`src/rtl/plen_pkg.sv`:
```
// ----------------------------------------------------------------------------
// plen_pkg
// shared types and constants of the positional list engine
// ----------------------------------------------------------------------------
package plen_pkg;

    localparam int ACTION_W = 3;
    localparam int VALUE_W  = 32;
    localparam int POS_W    = 8;
    localparam int STATUS_W = 2;
    localparam int COUNT_W  = 5;

    typedef enum logic [ACTION_W-1:0] {
        ACT_INS_FRONT = 3'd0,
        ACT_INS_END   = 3'd1,
        ACT_INS_POS   = 3'd2,
        ACT_DEL_FIRST = 3'd3,
        ACT_DEL_LAST  = 3'd4,
        ACT_DEL_POS   = 3'd5
    } action_t;

    typedef enum logic [STATUS_W-1:0] {
        ST_DONE   = 2'd0,
        ST_EMPTY  = 2'd1,
        ST_BADPOS = 2'd2,
        ST_FULL   = 2'd3
    } status_t;

    // commands from the controller to the datapath
    typedef struct packed {
        logic load;   // capture the request on an input transfer
        logic exec;   // run the request and write the result register
    } ctrl_cmd_t;

endpackage

```
`src/rtl/plen_req_if.sv`:
```
// ----------------------------------------------------------------------------
// plen_req_if
// request channel: action, value and position with valid/ready
// ----------------------------------------------------------------------------
interface plen_req_if;

    logic                                valid;
    logic                                ready;
    logic        [plen_pkg::ACTION_W-1:0] action;
    logic signed [plen_pkg::VALUE_W-1:0]  value;
    logic        [plen_pkg::POS_W-1:0]    position;

    modport source (output valid, output action, output value, output position, input ready);
    modport sink   (input valid, input action, input value, input position, output ready);

endinterface

```
`src/rtl/plen_rsp_if.sv`:
```
// ----------------------------------------------------------------------------
// plen_rsp_if
// result channel: status, removed value and count with valid/ready
// ----------------------------------------------------------------------------
interface plen_rsp_if;

    logic                                 valid;
    logic                                 ready;
    logic        [plen_pkg::STATUS_W-1:0] status;
    logic signed [plen_pkg::VALUE_W-1:0]  removed_value;
    logic                                 removed_valid;
    logic        [plen_pkg::COUNT_W-1:0]  entry_count;

    modport source (output valid, output status, output removed_value,
                    output removed_valid, output entry_count, input ready);
    modport sink   (input valid, input status, input removed_value,
                    input removed_valid, input entry_count, output ready);

endinterface

```
`src/rtl/plen_ctrl.sv`:
```
// ----------------------------------------------------------------------------
// plen_ctrl
// request sequencer: takes one request, runs it, holds the result valid
// ----------------------------------------------------------------------------
module plen_ctrl (
    input  logic                clk,
    input  logic                rst_n,
    input  logic                in_valid,
    output logic                in_ready,
    output logic                out_valid,
    input  logic                out_ready,
    output plen_pkg::ctrl_cmd_t cmd
);
    import plen_pkg::*;

    typedef enum logic {
        S_IDLE,
        S_EXEC
    } state_t;

    state_t state_reg, state_next;
    logic   in_ready_reg, in_ready_next;
    logic   out_valid_reg, out_valid_next;

    always_comb
    begin
        cmd.load = (state_reg == S_IDLE) && in_valid && in_ready_reg;
        cmd.exec = (state_reg == S_EXEC) && (!out_valid_reg || out_ready);
    end

    always_comb
    begin
        state_next     = state_reg;
        in_ready_next  = in_ready_reg;
        out_valid_next = out_valid_reg;
        // result taken
        if (out_valid_reg && out_ready)
        begin
            out_valid_next = 1'b0;
        end
        case (state_reg)
            S_IDLE:
            begin
                in_ready_next = 1'b1;
                if (cmd.load)
                begin
                    state_next    = S_EXEC;
                    in_ready_next = 1'b0;
                end
            end
            S_EXEC:
            begin
                if (cmd.exec)
                begin
                    state_next     = S_IDLE;
                    in_ready_next  = 1'b1;
                    out_valid_next = 1'b1;
                end
            end
            default:
            begin
                state_next    = S_IDLE;
                in_ready_next = 1'b0;
            end
        endcase
    end

    always_ff @(posedge clk or negedge rst_n)
    begin
        if (!rst_n)
        begin
            state_reg     <= S_IDLE;
            in_ready_reg  <= 1'b0;
            out_valid_reg <= 1'b0;
        end
        else
        begin
            state_reg     <= state_next;
            in_ready_reg  <= in_ready_next;
            out_valid_reg <= out_valid_next;
        end
    end

    assign in_ready  = in_ready_reg;
    assign out_valid = out_valid_reg;

endmodule

```
`src/rtl/plen_dpath.sv`:
```
// ----------------------------------------------------------------------------
// plen_dpath
// list storage with parallel one-slot shift, request and result registers
// ----------------------------------------------------------------------------
module plen_dpath #(
    parameter int DEPTH = 16
) (
    input  logic                                clk,
    input  logic                                rst_n,
    input  plen_pkg::ctrl_cmd_t                 cmd,
    input  logic        [plen_pkg::ACTION_W-1:0] action,
    input  logic signed [plen_pkg::VALUE_W-1:0]  value,
    input  logic        [plen_pkg::POS_W-1:0]    position,
    output logic        [plen_pkg::STATUS_W-1:0] status,
    output logic signed [plen_pkg::VALUE_W-1:0]  removed_value,
    output logic                                removed_valid,
    output logic        [plen_pkg::COUNT_W-1:0]  entry_count,
    output logic        [$clog2(DEPTH+1)-1:0]    count
);
    import plen_pkg::*;

    localparam int CW   = $clog2(DEPTH + 1);
    localparam int IW   = $clog2(DEPTH);
    localparam int CMPW = ((CW > POS_W) ? CW : POS_W) + 1;

    // captured request
    logic [ACTION_W-1:0] action_reg;
    logic [VALUE_W-1:0]  value_reg;
    logic [POS_W-1:0]    position_reg;

    logic [VALUE_W-1:0]  entries_reg [DEPTH];
    logic [VALUE_W-1:0]  entries_next [DEPTH];
    logic [CW-1:0]       count_reg;

    logic [STATUS_W-1:0] status_reg;
    logic [VALUE_W-1:0]  removed_value_reg;
    logic                removed_valid_reg;
    logic [COUNT_W-1:0]  entry_count_reg;

    logic [CMPW-1:0] cnt_w, pos_w, slot_k, cnt_new;
    logic            full, empty, do_ins, do_del;
    status_t         st;

    always_comb
    begin
        cnt_w  = CMPW'(count_reg);
        pos_w  = CMPW'(position_reg);
        full   = (cnt_w == CMPW'(DEPTH));
        empty  = (cnt_w == '0);
        do_ins = 1'b0;
        do_del = 1'b0;
        slot_k = '0;
        st     = ST_DONE;
        case (action_t'(action_reg))
            ACT_INS_FRONT:
            begin
                if (full) st = ST_FULL;
                else do_ins = 1'b1;
            end
            ACT_INS_END:
            begin
                slot_k = cnt_w;
                if (full) st = ST_FULL;
                else do_ins = 1'b1;
            end
            ACT_INS_POS:
            begin
                slot_k = pos_w - 1'b1;
                if (empty) st = ST_EMPTY;
                else if (pos_w == '0 || pos_w > cnt_w + 1'b1) st = ST_BADPOS;
                else if (full) st = ST_FULL;
                else do_ins = 1'b1;
            end
            ACT_DEL_FIRST:
            begin
                if (empty) st = ST_EMPTY;
                else do_del = 1'b1;
            end
            ACT_DEL_LAST:
            begin
                slot_k = cnt_w - 1'b1;
                if (empty) st = ST_EMPTY;
                else do_del = 1'b1;
            end
            ACT_DEL_POS:
            begin
                slot_k = pos_w - 1'b1;
                if (empty) st = ST_EMPTY;
                else if (pos_w == '0 || pos_w > cnt_w) st = ST_BADPOS;
                else do_del = 1'b1;
            end
            default:
            begin
                st = ST_BADPOS;
            end
        endcase
        cnt_new = do_ins ? cnt_w + 1'b1 : (do_del ? cnt_w - 1'b1 : cnt_w);
    end

    // every slot picks its neighbor, the new value or itself
    always_comb
    begin
        for (int i = 0; i < DEPTH; i++)
        begin
            entries_next[i] = entries_reg[i];
            if (do_ins)
            begin
                if (CMPW'(i) == slot_k)
                    entries_next[i] = value_reg;
                else if (i > 0 && CMPW'(i) > slot_k)
                    entries_next[i] = entries_reg[(i > 0) ? i - 1 : 0];
            end
            else if (do_del)
            begin
                if (i < DEPTH - 1 && CMPW'(i) >= slot_k)
                    entries_next[i] = entries_reg[(i < DEPTH - 1) ? i + 1 : i];
            end
        end
    end

    always_ff @(posedge clk)
    begin
        if (cmd.load)
        begin
            action_reg   <= action;
            value_reg    <= value;
            position_reg <= position;
        end
        if (cmd.exec)
        begin
            if (do_ins || do_del)
                entries_reg <= entries_next;
            status_reg        <= st;
            removed_valid_reg <= do_del;
            removed_value_reg <= do_del ? entries_reg[slot_k[IW-1:0]] : '0;
            entry_count_reg   <= cnt_new[COUNT_W-1:0];
        end
    end

    always_ff @(posedge clk or negedge rst_n)
    begin
        if (!rst_n)
            count_reg <= '0;
        else if (cmd.exec)
            count_reg <= cnt_new[CW-1:0];
    end

    assign status        = status_reg;
    assign removed_value = removed_value_reg;
    assign removed_valid = removed_valid_reg;
    assign entry_count   = entry_count_reg;
    assign count         = count_reg;

endmodule

```
`src/rtl/positional_list_engine.sv`:
```
// ----------------------------------------------------------------------------
// positional_list_engine
// ordered list of signed 32-bit values with positional insert and delete
// ----------------------------------------------------------------------------
// usage:
//   req carries one request per transfer: action (insert front, insert end,
//   insert at 1-based position, delete first, delete last, delete at
//   position), the value to insert and the position
//   rsp returns one result per request: status, removed value and flag,
//   and the element count after the request
//   sequence: a taken request moves the controller to the run state; the
//   run writes the result register and sets rsp.valid
//   overlap: a request waits until the last has run, set by the controller's
//   take / run sequence; the storage shifts all slots by one in parallel
//   stall: the result register holds while rsp.ready is low; one further
//   request may be taken and then waits in the run state until the
//   result register frees up
//   reset: the list is empty, no result is pending, req.ready is low in
//   the first cycle after reset; storage contents are not cleared, only
//   slots below the count are ever read
// ----------------------------------------------------------------------------
module positional_list_engine #(
    parameter int DEPTH = 16
) (
    input logic       clk,
    input logic       rst_n,
    plen_req_if.sink  req,
    plen_rsp_if.source rsp
);
    import plen_pkg::*;

    localparam int CW = $clog2(DEPTH + 1);

    ctrl_cmd_t     cmd;
    logic [CW-1:0] count;

    // sequencer: handshakes and command timing
    plen_ctrl u_ctrl (
        .clk       (clk),
        .rst_n     (rst_n),
        .in_valid  (req.valid),
        .in_ready  (req.ready),
        .out_valid (rsp.valid),
        .out_ready (rsp.ready),
        .cmd       (cmd)
    );

    // storage, decode and result register
    plen_dpath #(
        .DEPTH (DEPTH)
    ) u_dpath (
        .clk           (clk),
        .rst_n         (rst_n),
        .cmd           (cmd),
        .action        (req.action),
        .value         (req.value),
        .position      (req.position),
        .status        (rsp.status),
        .removed_value (rsp.removed_value),
        .removed_valid (rsp.removed_valid),
        .entry_count   (rsp.entry_count),
        .count         (count)
    );

    // count never passes the list depth
    a_count_bound: assert property (@(posedge clk) disable iff (!rst_n)
        count <= CW'(DEPTH))
        else $error("list count above depth");

    // a request transfer closes the input until the request has run
    a_one_in_flight: assert property (@(posedge clk) disable iff (!rst_n)
        req.valid && req.ready |=> !req.ready)
        else $error("second request taken before the first ran");

    // a run always leaves a result pending
    a_exec_result: assert property (@(posedge clk) disable iff (!rst_n)
        cmd.exec |=> rsp.valid)
        else $error("run without a result");

    // a removed element only comes with a done status
    a_removed_done: assert property (@(posedge clk) disable iff (!rst_n)
        rsp.valid && rsp.removed_valid |-> rsp.status == ST_DONE)
        else $error("removed element with failure status");

endmodule
```
`src/flat_wrapper.sv`:
```
// flat-port wrapper written by rule: the top's interface ports become plain ports
module positional_list_engine_flat import plen_pkg::*;
#(
    parameter int DEPTH = 16
)
  (clk, rst_n, req_valid, req_action, req_value, req_position, req_ready, rsp_valid, rsp_status, rsp_removed_value, rsp_removed_valid, rsp_entry_count, rsp_ready);
  plen_req_if req_i ();
  plen_rsp_if rsp_i ();
  input logic clk;
  input logic rst_n;
  input wire logic [$bits(req_i.valid)-1:0] req_valid;
  input wire logic [$bits(req_i.action)-1:0] req_action;
  input wire logic [$bits(req_i.value)-1:0] req_value;
  input wire logic [$bits(req_i.position)-1:0] req_position;
  output wire logic [$bits(req_i.ready)-1:0] req_ready;
  output wire logic [$bits(rsp_i.valid)-1:0] rsp_valid;
  output wire logic [$bits(rsp_i.status)-1:0] rsp_status;
  output wire logic [$bits(rsp_i.removed_value)-1:0] rsp_removed_value;
  output wire logic [$bits(rsp_i.removed_valid)-1:0] rsp_removed_valid;
  output wire logic [$bits(rsp_i.entry_count)-1:0] rsp_entry_count;
  input wire logic [$bits(rsp_i.ready)-1:0] rsp_ready;
  assign req_i.valid = req_valid;
  assign req_i.action = req_action;
  assign req_i.value = req_value;
  assign req_i.position = req_position;
  assign req_ready = req_i.ready;
  assign rsp_valid = rsp_i.valid;
  assign rsp_status = rsp_i.status;
  assign rsp_removed_value = rsp_i.removed_value;
  assign rsp_removed_valid = rsp_i.removed_valid;
  assign rsp_entry_count = rsp_i.entry_count;
  assign rsp_i.ready = rsp_ready;
  positional_list_engine #(.DEPTH(DEPTH)) u_core (.clk(clk), .rst_n(rst_n), .req(req_i), .rsp(rsp_i));
endmodule
```
`config.mk`:
```
export PLATFORM = sky130hd
export DESIGN_NAME = positional_list_engine_flat
export DESIGN_NICKNAME = d
export VERILOG_FILES = /design/src/rtl/plen_pkg.sv /design/src/rtl/plen_req_if.sv /design/src/rtl/plen_rsp_if.sv /design/src/rtl/plen_ctrl.sv /design/src/rtl/plen_dpath.sv /design/src/rtl/positional_list_engine.sv /design/src/flat_wrapper.sv
export SDC_FILE = /design/constraint.sdc
export NUM_CORES = 1
export LEC_CHECK = 0
export ABC_AREA = 1
export BUFFER_PORTS_ARGS = -buffer_cell sky130_fd_sc_hd__buf_2
export CAP_MARGIN = 0
export CORE_AREA = 2 2 354 356
export CTS_BUF_LIST = sky130_fd_sc_hd__clkbuf_4 sky130_fd_sc_hd__clkbuf_8 sky130_fd_sc_hd__clkbuf_16
export CTS_CLUSTER_SIZE = 14
export DETAILED_ROUTE_END_ITERATION = 12
export DIE_AREA = 0 0 356 358
export PLACE_DENSITY = 0.43
export REMOVE_ABC_BUFFERS = 1
export SLEW_MARGIN = 20
export SYNTH_ARGS = -nofsm -noshare
export SYNTH_HDL_FRONTEND = slang
export SYNTH_SLANG_ARGS = --single-unit
```
`constraint.sdc`:
```
create_clock -name clk -period 16.95 [get_ports clk]
set_input_delay 1.695 -clock clk [delete_from_list [all_inputs] [get_ports clk]]
set_output_delay 1.695 -clock clk [all_outputs]
set_load 0.02 [all_outputs]
```
Word level (Yosys, flattened, before mapping)
Cells that the tools add are included.
{"block": "classes", "n_addsub": 3, "multipliers": 0, "n_div": 0, "order_cmp": 33, "eq_ne": 37, "n_shift": 0, "mux": 106, "bitwise_logic": 2, "reduce_logical": 49}
{"op": "$mux 32", "n": 78}
{"op": "$bmux 32 s4", "n": 1}
{"op": "$reduce_and 5->1", "n": 15}
{"op": "$eq 4x9->1 const A", "n": 8}
{"op": "$gt 4x9->1 const A", "n": 8}
{"op": "$ge 4x9->1 const A", "n": 7}
{"op": "$ne 3x1->1 const B", "n": 14}
{"op": "$eq 3x9->1 const A", "n": 4}
{"op": "$ge 3x9->1 const A", "n": 4}
{"op": "$gt 3x9->1 const A", "n": 4}
{"op": "$reduce_bool 2->1", "n": 17}
{"op": "$pmux 9 s3", "n": 1}
{"op": "$eq 2x9->1 const A", "n": 2}
{"op": "$ge 1x9->1 const A", "n": 2}
{"op": "$ge 2x9->1 const A", "n": 2}
{"op": "$gt 2x9->1 const A", "n": 2}
{"op": "$mux 1", "n": 14}
{"op": "$mux 2", "n": 5}
{"op": "$mux 5", "n": 2}
{"op": "$eq 1x9->1 const A", "n": 1}
{"op": "$gt 1x9->1 const A", "n": 1}
{"op": "$logic_not 9->1", "n": 1}
{"op": "$sub 8x1->9 const B", "n": 1}
{"op": "$gt 8x5->1", "n": 1}
{"op": "21 further kinds", "n": 35}
{"block": "totals", "reg_bits": 603, "latch_bits": 0, "ram_bits": 0, "romBits": 0, "input_bits": 47, "out_inout_bits": 42, "wordCells": 257, "memories": 0}

Depth between registers and ports, before layout
Gate-level depths: netlist (run 1).
{"block": "depth", "ltp_word": 8, "mapped_depth": 19, "mapped_depth_nobuf": 18}

Hierarchy
A second synthesis (run 1) with hierarchy kept.
{"block": "unflattened", "cells_unflattened": 5178, "hier_area_um2": 37823.8}
{"module": "plen_dpath", "n_inst": 1, "cells_per_inst": 5164, "area_each_um2": 37691.1, "seq_area_each_um2": 17992.3}
{"module": "plen_ctrl", "n_inst": 1, "cells_per_inst": 14, "area_each_um2": 132.6, "seq_area_each_um2": 75.1}

Worst setup path before layout (run 1)
OpenSTA, ideal clock, no wires.
{"block": "synth_timing", "path_kind": "input -> register", "start": "in rsp_ready", "end": "reg u_core.u_dpath.entries_reg[288] (netlist bit) (enable)", "setup_ps": 461, "arrival_time_ps": 6499, "t_required_ps": 16489, "setup_slack_ps": 9990, "stages": 4, "path_cell_list": "nor2_1 nor2_1 nand2_1 nor3_1"}
{"item": "from (decl)", "line_no": "flat_wrapper.sv:21", "source": "input wire logic [$bits(rsp_i.ready)-1:0] rsp_ready;"}
{"item": "to (signal assigned)", "line_no": "plen_dpath.sv:132", "source": "entries_reg <= entries_next;"}
{"item": "to (decl)", "line_no": "plen_dpath.sv:31", "source": "logic [VALUE_W-1:0] entries_reg [DEPTH];"}

Worst setup path in the final report (run 1)
{"block": "layout_timing", "start": "reg u_core.u_dpath.action_reg[2]", "end": "reg u_core.u_dpath.entries_reg[127] (netlist bit) (enable)"}
{"block": "layout_via", "elab_chain_cells": 6}
{"item": "from (decl)", "line_no": "plen_dpath.sv:27", "source": "logic [ACTION_W-1:0] action_reg;"}
{"item": "from (signal assigned)", "line_no": "plen_dpath.sv:125", "source": "action_reg <= action;"}
{"item": "$eq 3x3->1 or $eq 3x2->1 (tied branches)", "line_no": "plen_dpath.sv:54", "source": "case (action_t'(action_reg))"}
{"item": "$reduce_or 2->1 (no line)"}
{"item": "$pmux 9 s3", "line_no": "plen_dpath.sv:54"}
{"item": "$gt 4x9->1, or another cell as far along", "line_no": "plen_dpath.sv:110", "source": "else if (i > 0 && CMPW'(i) > slot_k)"}
{"item": "$ne 3x1->1 (no line) or $reduce_bool 2->1 (tied branches)"}
{"item": "$reduce_and 5->1 (no line) *"}
Mark *: on every way between the ends. The rest lies on a longest branch, timed or not.
A chain may end at the register's enable or synchronous reset.

==> results of run 1 <==
## stage by stage
stage	setup TNS [ns]	total power (µW)
3_3_place_gp	0	5449
5_1_grt	0	7630
3_5_place_dp	0	5452
2_1_floorplan	-2029.13	4260
4_1_cts	0	7211
6_report	0	7212
## power breakdown
part           internal, µW  leakage, µW  total, µW  switching, µW
clock                  1030      0.00127       1740            713
sequential             2010      0.00553       2160            156
combinational           747       0.0128       3310           2560
## logic make-up after synthesis
logic type / count (synthesis) / share of synthesized area (%)
AO/OA/AOI/OAI: 311 / 4.095
XOR/XNOR: 6 / 0.1376
adder cells (fa/ha/maj): 15 / 0.4914
buffers and inverters: 913 / 9.488
flip-flops: 603 / 47.31
AND/OR/NAND/NOR: 3507 / 38.48
## cells in the mapped netlist (all sizes together)
master  number  area share, %
a211oi       1          0.020
a21boi       1          0.020
a21oi        9           0.12
and2         3          0.049
buf        192            2.4
clkbuf     208            2.0
dfrtp        8           0.52
edfxtp     595             47
ha          15           0.49
inv        513            5.0
nand2     2381             23
nand3      827             11
nand3b       3           0.10
nand4      132            2.2
nor2       154            1.7
nor3         7           0.13
o211ai       1          0.020
o21ai      299            3.9
xnor2        1          0.023
xor2         5           0.11
## path summary, 6_finish.rpt
kind                            cells after the start  slack (ns)                                         to                                    from
worst max-delay path                               13       10.62  u_core.u_dpath.entries_reg[127]$_DFFE_PP_  u_core.u_dpath.action_reg[2]$_DFFE_PP_
worst min-delay path                                2        0.53         u_core.u_ctrl.in_ready$_DFFE_PN0P_       u_core.u_ctrl.state_reg$_DFF_PN0_
worst max register to register                     13       10.62  u_core.u_dpath.entries_reg[127]$_DFFE_PP_  u_core.u_dpath.action_reg[2]$_DFFE_PP_
worst min register to register                      2        0.53         u_core.u_ctrl.in_ready$_DFFE_PN0P_       u_core.u_ctrl.state_reg$_DFF_PN0_
max in group asynchronous                           1       15.85        u_core.u_dpath.count[2]$_DFFE_PN0P_                                   rst_n
min in group asynchronous                           1        0.90          u_core.u_ctrl.state_reg$_DFF_PN0_                                   rst_n
## area by class of cell
type	count	area, µm²	share of cell area [%]
flip-flops and latches	603	18070	42.53
multi-input cells	3839	16780	39.51
clock buffers	100	2188	5.151
well taps	1637	2048	4.821
inverters	513	1937	4.559
repair buffers	166	1076	2.533
clock inverters	39	380.4	0.8954
## layer usage
| metal | share of wire [%] | global-route usage (%) |
|---|---|---|
| met4 | 1.4 | 5.063 |
| met1 | 48 | 36.47 |
| met5 | 0 | 0 |
| met2 | 44 | 37.60 |
| met3 | 6.7 | 3.028 |
## worst max-delay path, delay by kind of cell (launching register included)
kind                   cells  cell delay (ns)
flip-flops                 1             0.46
buffers and inverters      5             2.33
AND/OR/NAND/NOR            7             2.18
AO/OA/AOI/OAI              1             0.84
==> key figures, run 1 <==
Timing
  – Min Hold Slack: 0.5310 ns
  – Setup ws final: about 11 ns
  – RSZ-0062 raised after global routing: false
  – Hold Fails Final Rpt: 0
  – Max-slew violation count: 0
  – Peak Freq: around 0.16 GHz
  – Slew @ Worst Pin: 1.105 ns
  – Period utilization: 37.33%
  – Rel. slew slack: 26.30%
  – Tmin final: around 6.3 ns
  – Endpoints failing setup: 0
  – Clk_skew: 0.03099 ns

Pwr
  – Power per Cell Area: 169.8 nW/µm²
  – Leak: slightly below 0.02 µW
  – Peak supply drop: 119.4 µV

Global route
  – Pin count of the biggest net entering global routing: 173
  – Initial antenna violation count: 1
  – First-pass GRT wire length: 234.4 mm
  – Vias in the first global route: ~34000
  – GRT overflow: 0
  – GRT Overall Usage: between 20% and 30%

Clock tree
  – Hold-fix buffers at CTS: 0
  – CTS sink count: 603
  – Postcts setup bufs: 0
  – Number of buffers created by CTS: 79
  – Clock Path Buffers: 3
  – CTS tree: done
  – CTS root buf: clkbuf_16
  – PostCTS Resize Cnt: 0
  – Clock Latency Late Sink: ~0.66 ns
  – CTS clk-pin slew, worst paths: approximately 0.060 ns
  – # H-tree levels: 3

Placement
  – DP Worst Slack: roughly 11 ns
  – Post-DP HPWL: 92.90 mm
  – Area after DPL: between 30000 and 40000 µm²
  – Routability Congestion: 0.8237
  – Dpl cells: 6758
  – PortBufs: slightly below 90

Yosys
  – Cell area after synthesis: between 30000 and 40000 µm²
  – Flop and latch count out of synthesis: approximately 600
  – Cells after Synth: roughly 5400
  – Syn Area/Cell: 7.131 µm²
  – Synthesis Warnings: 0
  – Cell variety after synth: 32
  – Seq/Total Area, Yosys: 47.31%

Status
  – Status: finished clean

Setup path
  – Crit-path most repeated cell: buf_4
  – Worst Path Required: 17.27 ns
  – CP max-delay cell: a21oi_4
  – Setup CP Type: flop to flop
  – Startpoint Class: flop
  – CP Capture Type: flop
  – CP cell instances: nand3_1, nand2_2, nand2_2, buf_4, nand2_8, inv_2, buf_4, nand2_1, nor2_4, buf_4, nand2_2, a21oi_4, buf_4
  – Worst EP arrival: between 6 and 7 ns
  – Critical Path Max Stage Delay: about 0.84 ns
  – Crit path max fanout: approximately 110

Drt
  – Avg WL per Cell: 22.86 µm
  – Routed Wire Length: about 160 mm
  – Post-route ant nets: 0
  – Drc violations: 0
  – Router iterations before antenna repair: 5
  – Vias: about 35000
  – DRT iter0 DRCs: about 3800
  – Via density: approximately 5.1

Final layout
  – Diodes inserted: 0
  – Fin area: ~42000 µm²
  – Fillers: approximately 13000
  – Most common cell after layout, fill and taps aside: nand2_1
  – Post-route insts no fill: 6897
  – Final Util: between 30% and 40%
  – Most frequent cells in the layout: 2370 x nand2_1, 819 x nand3_1, 595 x edfxtp_1, 499 x inv_1, 229 x o21ai_0
  – Fin nets: 5264
  – Syn-to-layout area delta: 11.24%
  – Fraction of layout cells with a size suffix above 1: ~7%
  – Number of flip-flops in the largest register: just over 500

Floorplan
  – Die height: about 360 µm
  – # rows: between 100 and 150
  – Starting Density: 30.97%
  – Full die area: about 130000 µm²
  – Total core area: approximately 120000 µm²
  – Die Wd: between 300 and 400 µm
  – I/O pin count: 89

Run
  – MaxCap Viol Count: 0

Min path
  – Worst min path class: flop to flop
(Power assumes the default switching activity.)
==> run 2: changes to the inputs <==
==> constraint.sdc (replaced) <==
create_clock -name clk -period 6.6 [get_ports clk]
set_input_delay 0.66 -clock clk [delete_from_list [all_inputs] [get_ports clk]]
set_output_delay 0.66 -clock clk [all_outputs]
set_load 0.02 [all_outputs]
==> run 2 against run 1 <==
Die area stayed put. Core utilization is 0.072 points lower. Routed wire length is 4.5% lower. Critical path depth is 1 lower. First-iteration DRC count is 13% higher.
==> key figures, run 2 (synthesis gave the netlist of run 1 again) <==
Global route
  – Met3 Use GR: 3.425% (+0.40 points)
  – GRT overflow: 0 (unchanged)
  – Initial antenna violation count: 2 (+1)
  – Vias in the first global route: 33310 (-1.1%)
  – Grt peak-use layer: met1
  – Pin count of the biggest net entering global routing: 158 (-8.7%)
  – First-pass GRT wire length: 225.6 mm (-3.8%)
  – Met2 Track Usage GR: 34.49% (-3.1 points)
  – GRT Overall Usage: 23.27% (-1.1 points)
  – Met1 Use GR: 35.43% (-1.0 points)

Drt
  – Router iterations before antenna repair: 6 (+1)
  – Via density: 5.060 (-1.3%)
  – Routed Wire Length: 150.6 mm (-4.5%)
  – Drc violations: 0 (unchanged)
  – Vias: 34940 (-1.2%)
  – Post-route ant nets: 0 (unchanged)
  – DRT iter0 DRCs: 4272 (+13%)
  – Avg WL per Cell: 21.81 µm (-4.6%)

Floorplan
  – # rows: 129 (unchanged)
  – Die height: 358 µm (unchanged)
  – Starting Density: 30.97% (unchanged)
  – I/O pin count: 89 (unchanged)
  – Die Wd: 356 µm (unchanged)
  – Full die area: 127400 µm² (unchanged)
  – Total core area: 123300 µm² (unchanged)

Final layout
  – Diodes inserted: 0 (unchanged)
  – Fin nets: 5269 (+0.095%)
  – Number of flip-flops in the largest register: 512 (unchanged)
  – Syn-to-layout area delta: 11.01%
  – Most common cell after layout, fill and taps aside: nand2_1
  – Final Util: 34.38% (-0.072 points)
  – Most frequent cells in the layout: 2370 x nand2_1, 819 x nand3_1, 595 x edfxtp_1, 499 x inv_1, 229 x o21ai_0
  – Fraction of layout cells with a size suffix above 1: 6.948% (+0.14 points)

Setup path
  – Setup CP Type: flop to flop
  – CP cell instances: inv_2, ha_1, xor2_1, nand2_1, nand3_4, nor2_4, inv_2, nor2_4, buf_4, nand2_1, a21oi_4, buf_4
  – Crit path max fanout: 34 (-70%)
  – CP Capture Type: flop
  – Startpoint Class: flop
  – Worst Setup SP: u_core.u_dpath.count[0]$_DFFE_PN0P_
  – CP max-delay cell: a21oi_4
  – Worst Path Required: 6.96 ns (-10.31 ns)
  – Critical Path Max Stage Delay: 0.87 ns (+0.03 ns)
  – Worst EP arrival: 5.15 ns (-1.50 ns)
  – R2r startpoint: u_core.u_dpath.count[0]$_DFFE_PN0P_

Clock tree
  – CTS tree: done
  – Hold-fix buffers at CTS: 1 (+1)
  – CTS sink count: 603 (unchanged)
  – # H-tree levels: 3 (unchanged)
  – CTS root buf: clkbuf_16
  – Postcts setup bufs: 0 (unchanged)
  – Clock Latency Late Sink: 0.68 ns (+0.02 ns)
  – CTS clk-pin slew, worst paths: 0.06 ns (about the same)
  – Number of buffers created by CTS: 78 (-1.3%)
  – PostCTS Resize Cnt: 0 (unchanged)
  – Clock Path Buffers: 3 (unchanged)

Pwr
  – Net Sw Power: 8624 µW (+150%)
  – Power per Cell Area: 425.0 nW/µm² (+150%)
  – Switching portion of total power: 47.87% (+0.33 points)
  – Leak: 0.01960 µW (-0.19%)
  – Flop pwr share: 30.8% (+0.8 points)
  – Int Pwr: 9393 µW (+150%)
  – Peak supply drop: 215.9 µV (+81%)
  – Clock network power share: 23.0% (-1.1 points)
  – Part of the power in combinational logic: 46.2% (+0.4 points)

Timing
  – Min Hold Slack: 0.1661 ns (-0.3649 ns)
  – Slew @ Worst Pin: 1.143 ns (+0.03719 ns)
  – Endpoints failing setup: 0 (unchanged)
  – Period utilization: 72.51% (+35 points)
  – Peak Freq: 0.2090 GHz (+32%)
  – Tmin final: 4.785 ns (-1.541 ns)
  – Hold Fails Final Rpt: 0 (unchanged)
  – Rel. slew slack: 23.64% (-2.7 points)
  – Max-slew violation count: 0 (unchanged)
  – RSZ-0062 raised after global routing: false
  – Clk_skew: 0.03345 ns (+0.002461 ns)

Placement
  – Routability Congestion: 0.8238 (about the same)
  – Post-DP HPWL: 95.03 mm (+2.3%)
  – PortBufs: 88 (unchanged)

Run
  – MaxCap Viol Count: 0 (unchanged)

Status
  – Status: finished clean

Min path
  – Hold wc startpoint: req_value[16]
  – Worst min path class: input pin to flop
[run 2: changes by cell type in the layout (fill, tap and decap cells not counted), sizes merged]
cell,before,now
bufinv,8,1
clkinvlp,3,4
buf,166,171
inv,512,518
clkbuf,100,95
dlygate4sd3,0,1
clkinv,29,36
[run 2: final cells by class]
class                   count  area (µm²)
fillers                 13370       80920
flip-flops and latches    603       18070
multi-input cells        3839       16770
clock buffers              95        2086
well taps                1637        2048
inverters                 513        1937
repair buffers            172        1181
clock inverters            46       304.0
[run 2: critical path: cells and delay by family, from the launching register on]
| kind | cells | cell delay (ns) |
|---|---|---|
| AO/OA/AOI/OAI | 1 | 0.87 |
| AND/OR/NAND/NOR | 5 | 1.47 |
| flip-flops | 1 | 0.48 |
| buffers and inverters | 4 | 1.20 |
| XOR/XNOR | 1 | 0.16 |
| adder cells (fa/ha/maj) | 1 | 0.26 |
[run 2: final timing paths]
path	to	slack, ns	cells after the start
worst max-delay path	u_core.u_dpath.entries_reg[425]$_DFFE_PP_	1.81	12
worst min-delay path	u_core.u_dpath.value_reg[16]$_DFFE_PP_	0.17	1
worst max register to register	u_core.u_dpath.entries_reg[425]$_DFFE_PP_	1.81	12
worst min register to register	u_core.u_ctrl.in_ready$_DFFE_PN0P_	0.52	2
max in group asynchronous	u_core.u_dpath.count[1]$_DFFE_PN0P_	6.01	2
min in group asynchronous	u_core.u_dpath.count[4]$_DFFE_PN0P_	0.39	2
[run 2: power by group through the flow]
stage	Clock (µW)	Combinational, µW	Sequential [µW]
detailed placement	0	8230	5610
CTS	4260	8260	5540
floorplan	0	5340	5600
global route	4400	9160	5600
global placement	0	8240	5610
finish	4150	8330	5540
[run 2: metal layers]
layer  share of wire (%)  vias to the layer above
met4                 1.6                        0
met3                 7.3                      153
met5                   0                        -
met1                  49                    16450
li1                    -                    17020
met2                  42                     1319
[run 2: stage by stage]
step                      instance area (µm²)  setup TNS, ns  cells  total power [µW]  worst slack [ns]
after CTS                               42370              0   6904             18060             1.774
final                                   42390              0   6905             18020             1.815
after floorplan                         36490       -8671.46   4955             10940            -15.17
after global placement                  39930              0   6760             13850             1.882
after global routing                    42390              0   6905             19150             1.553
after detailed placement                39970              0   6762             13850             1.799
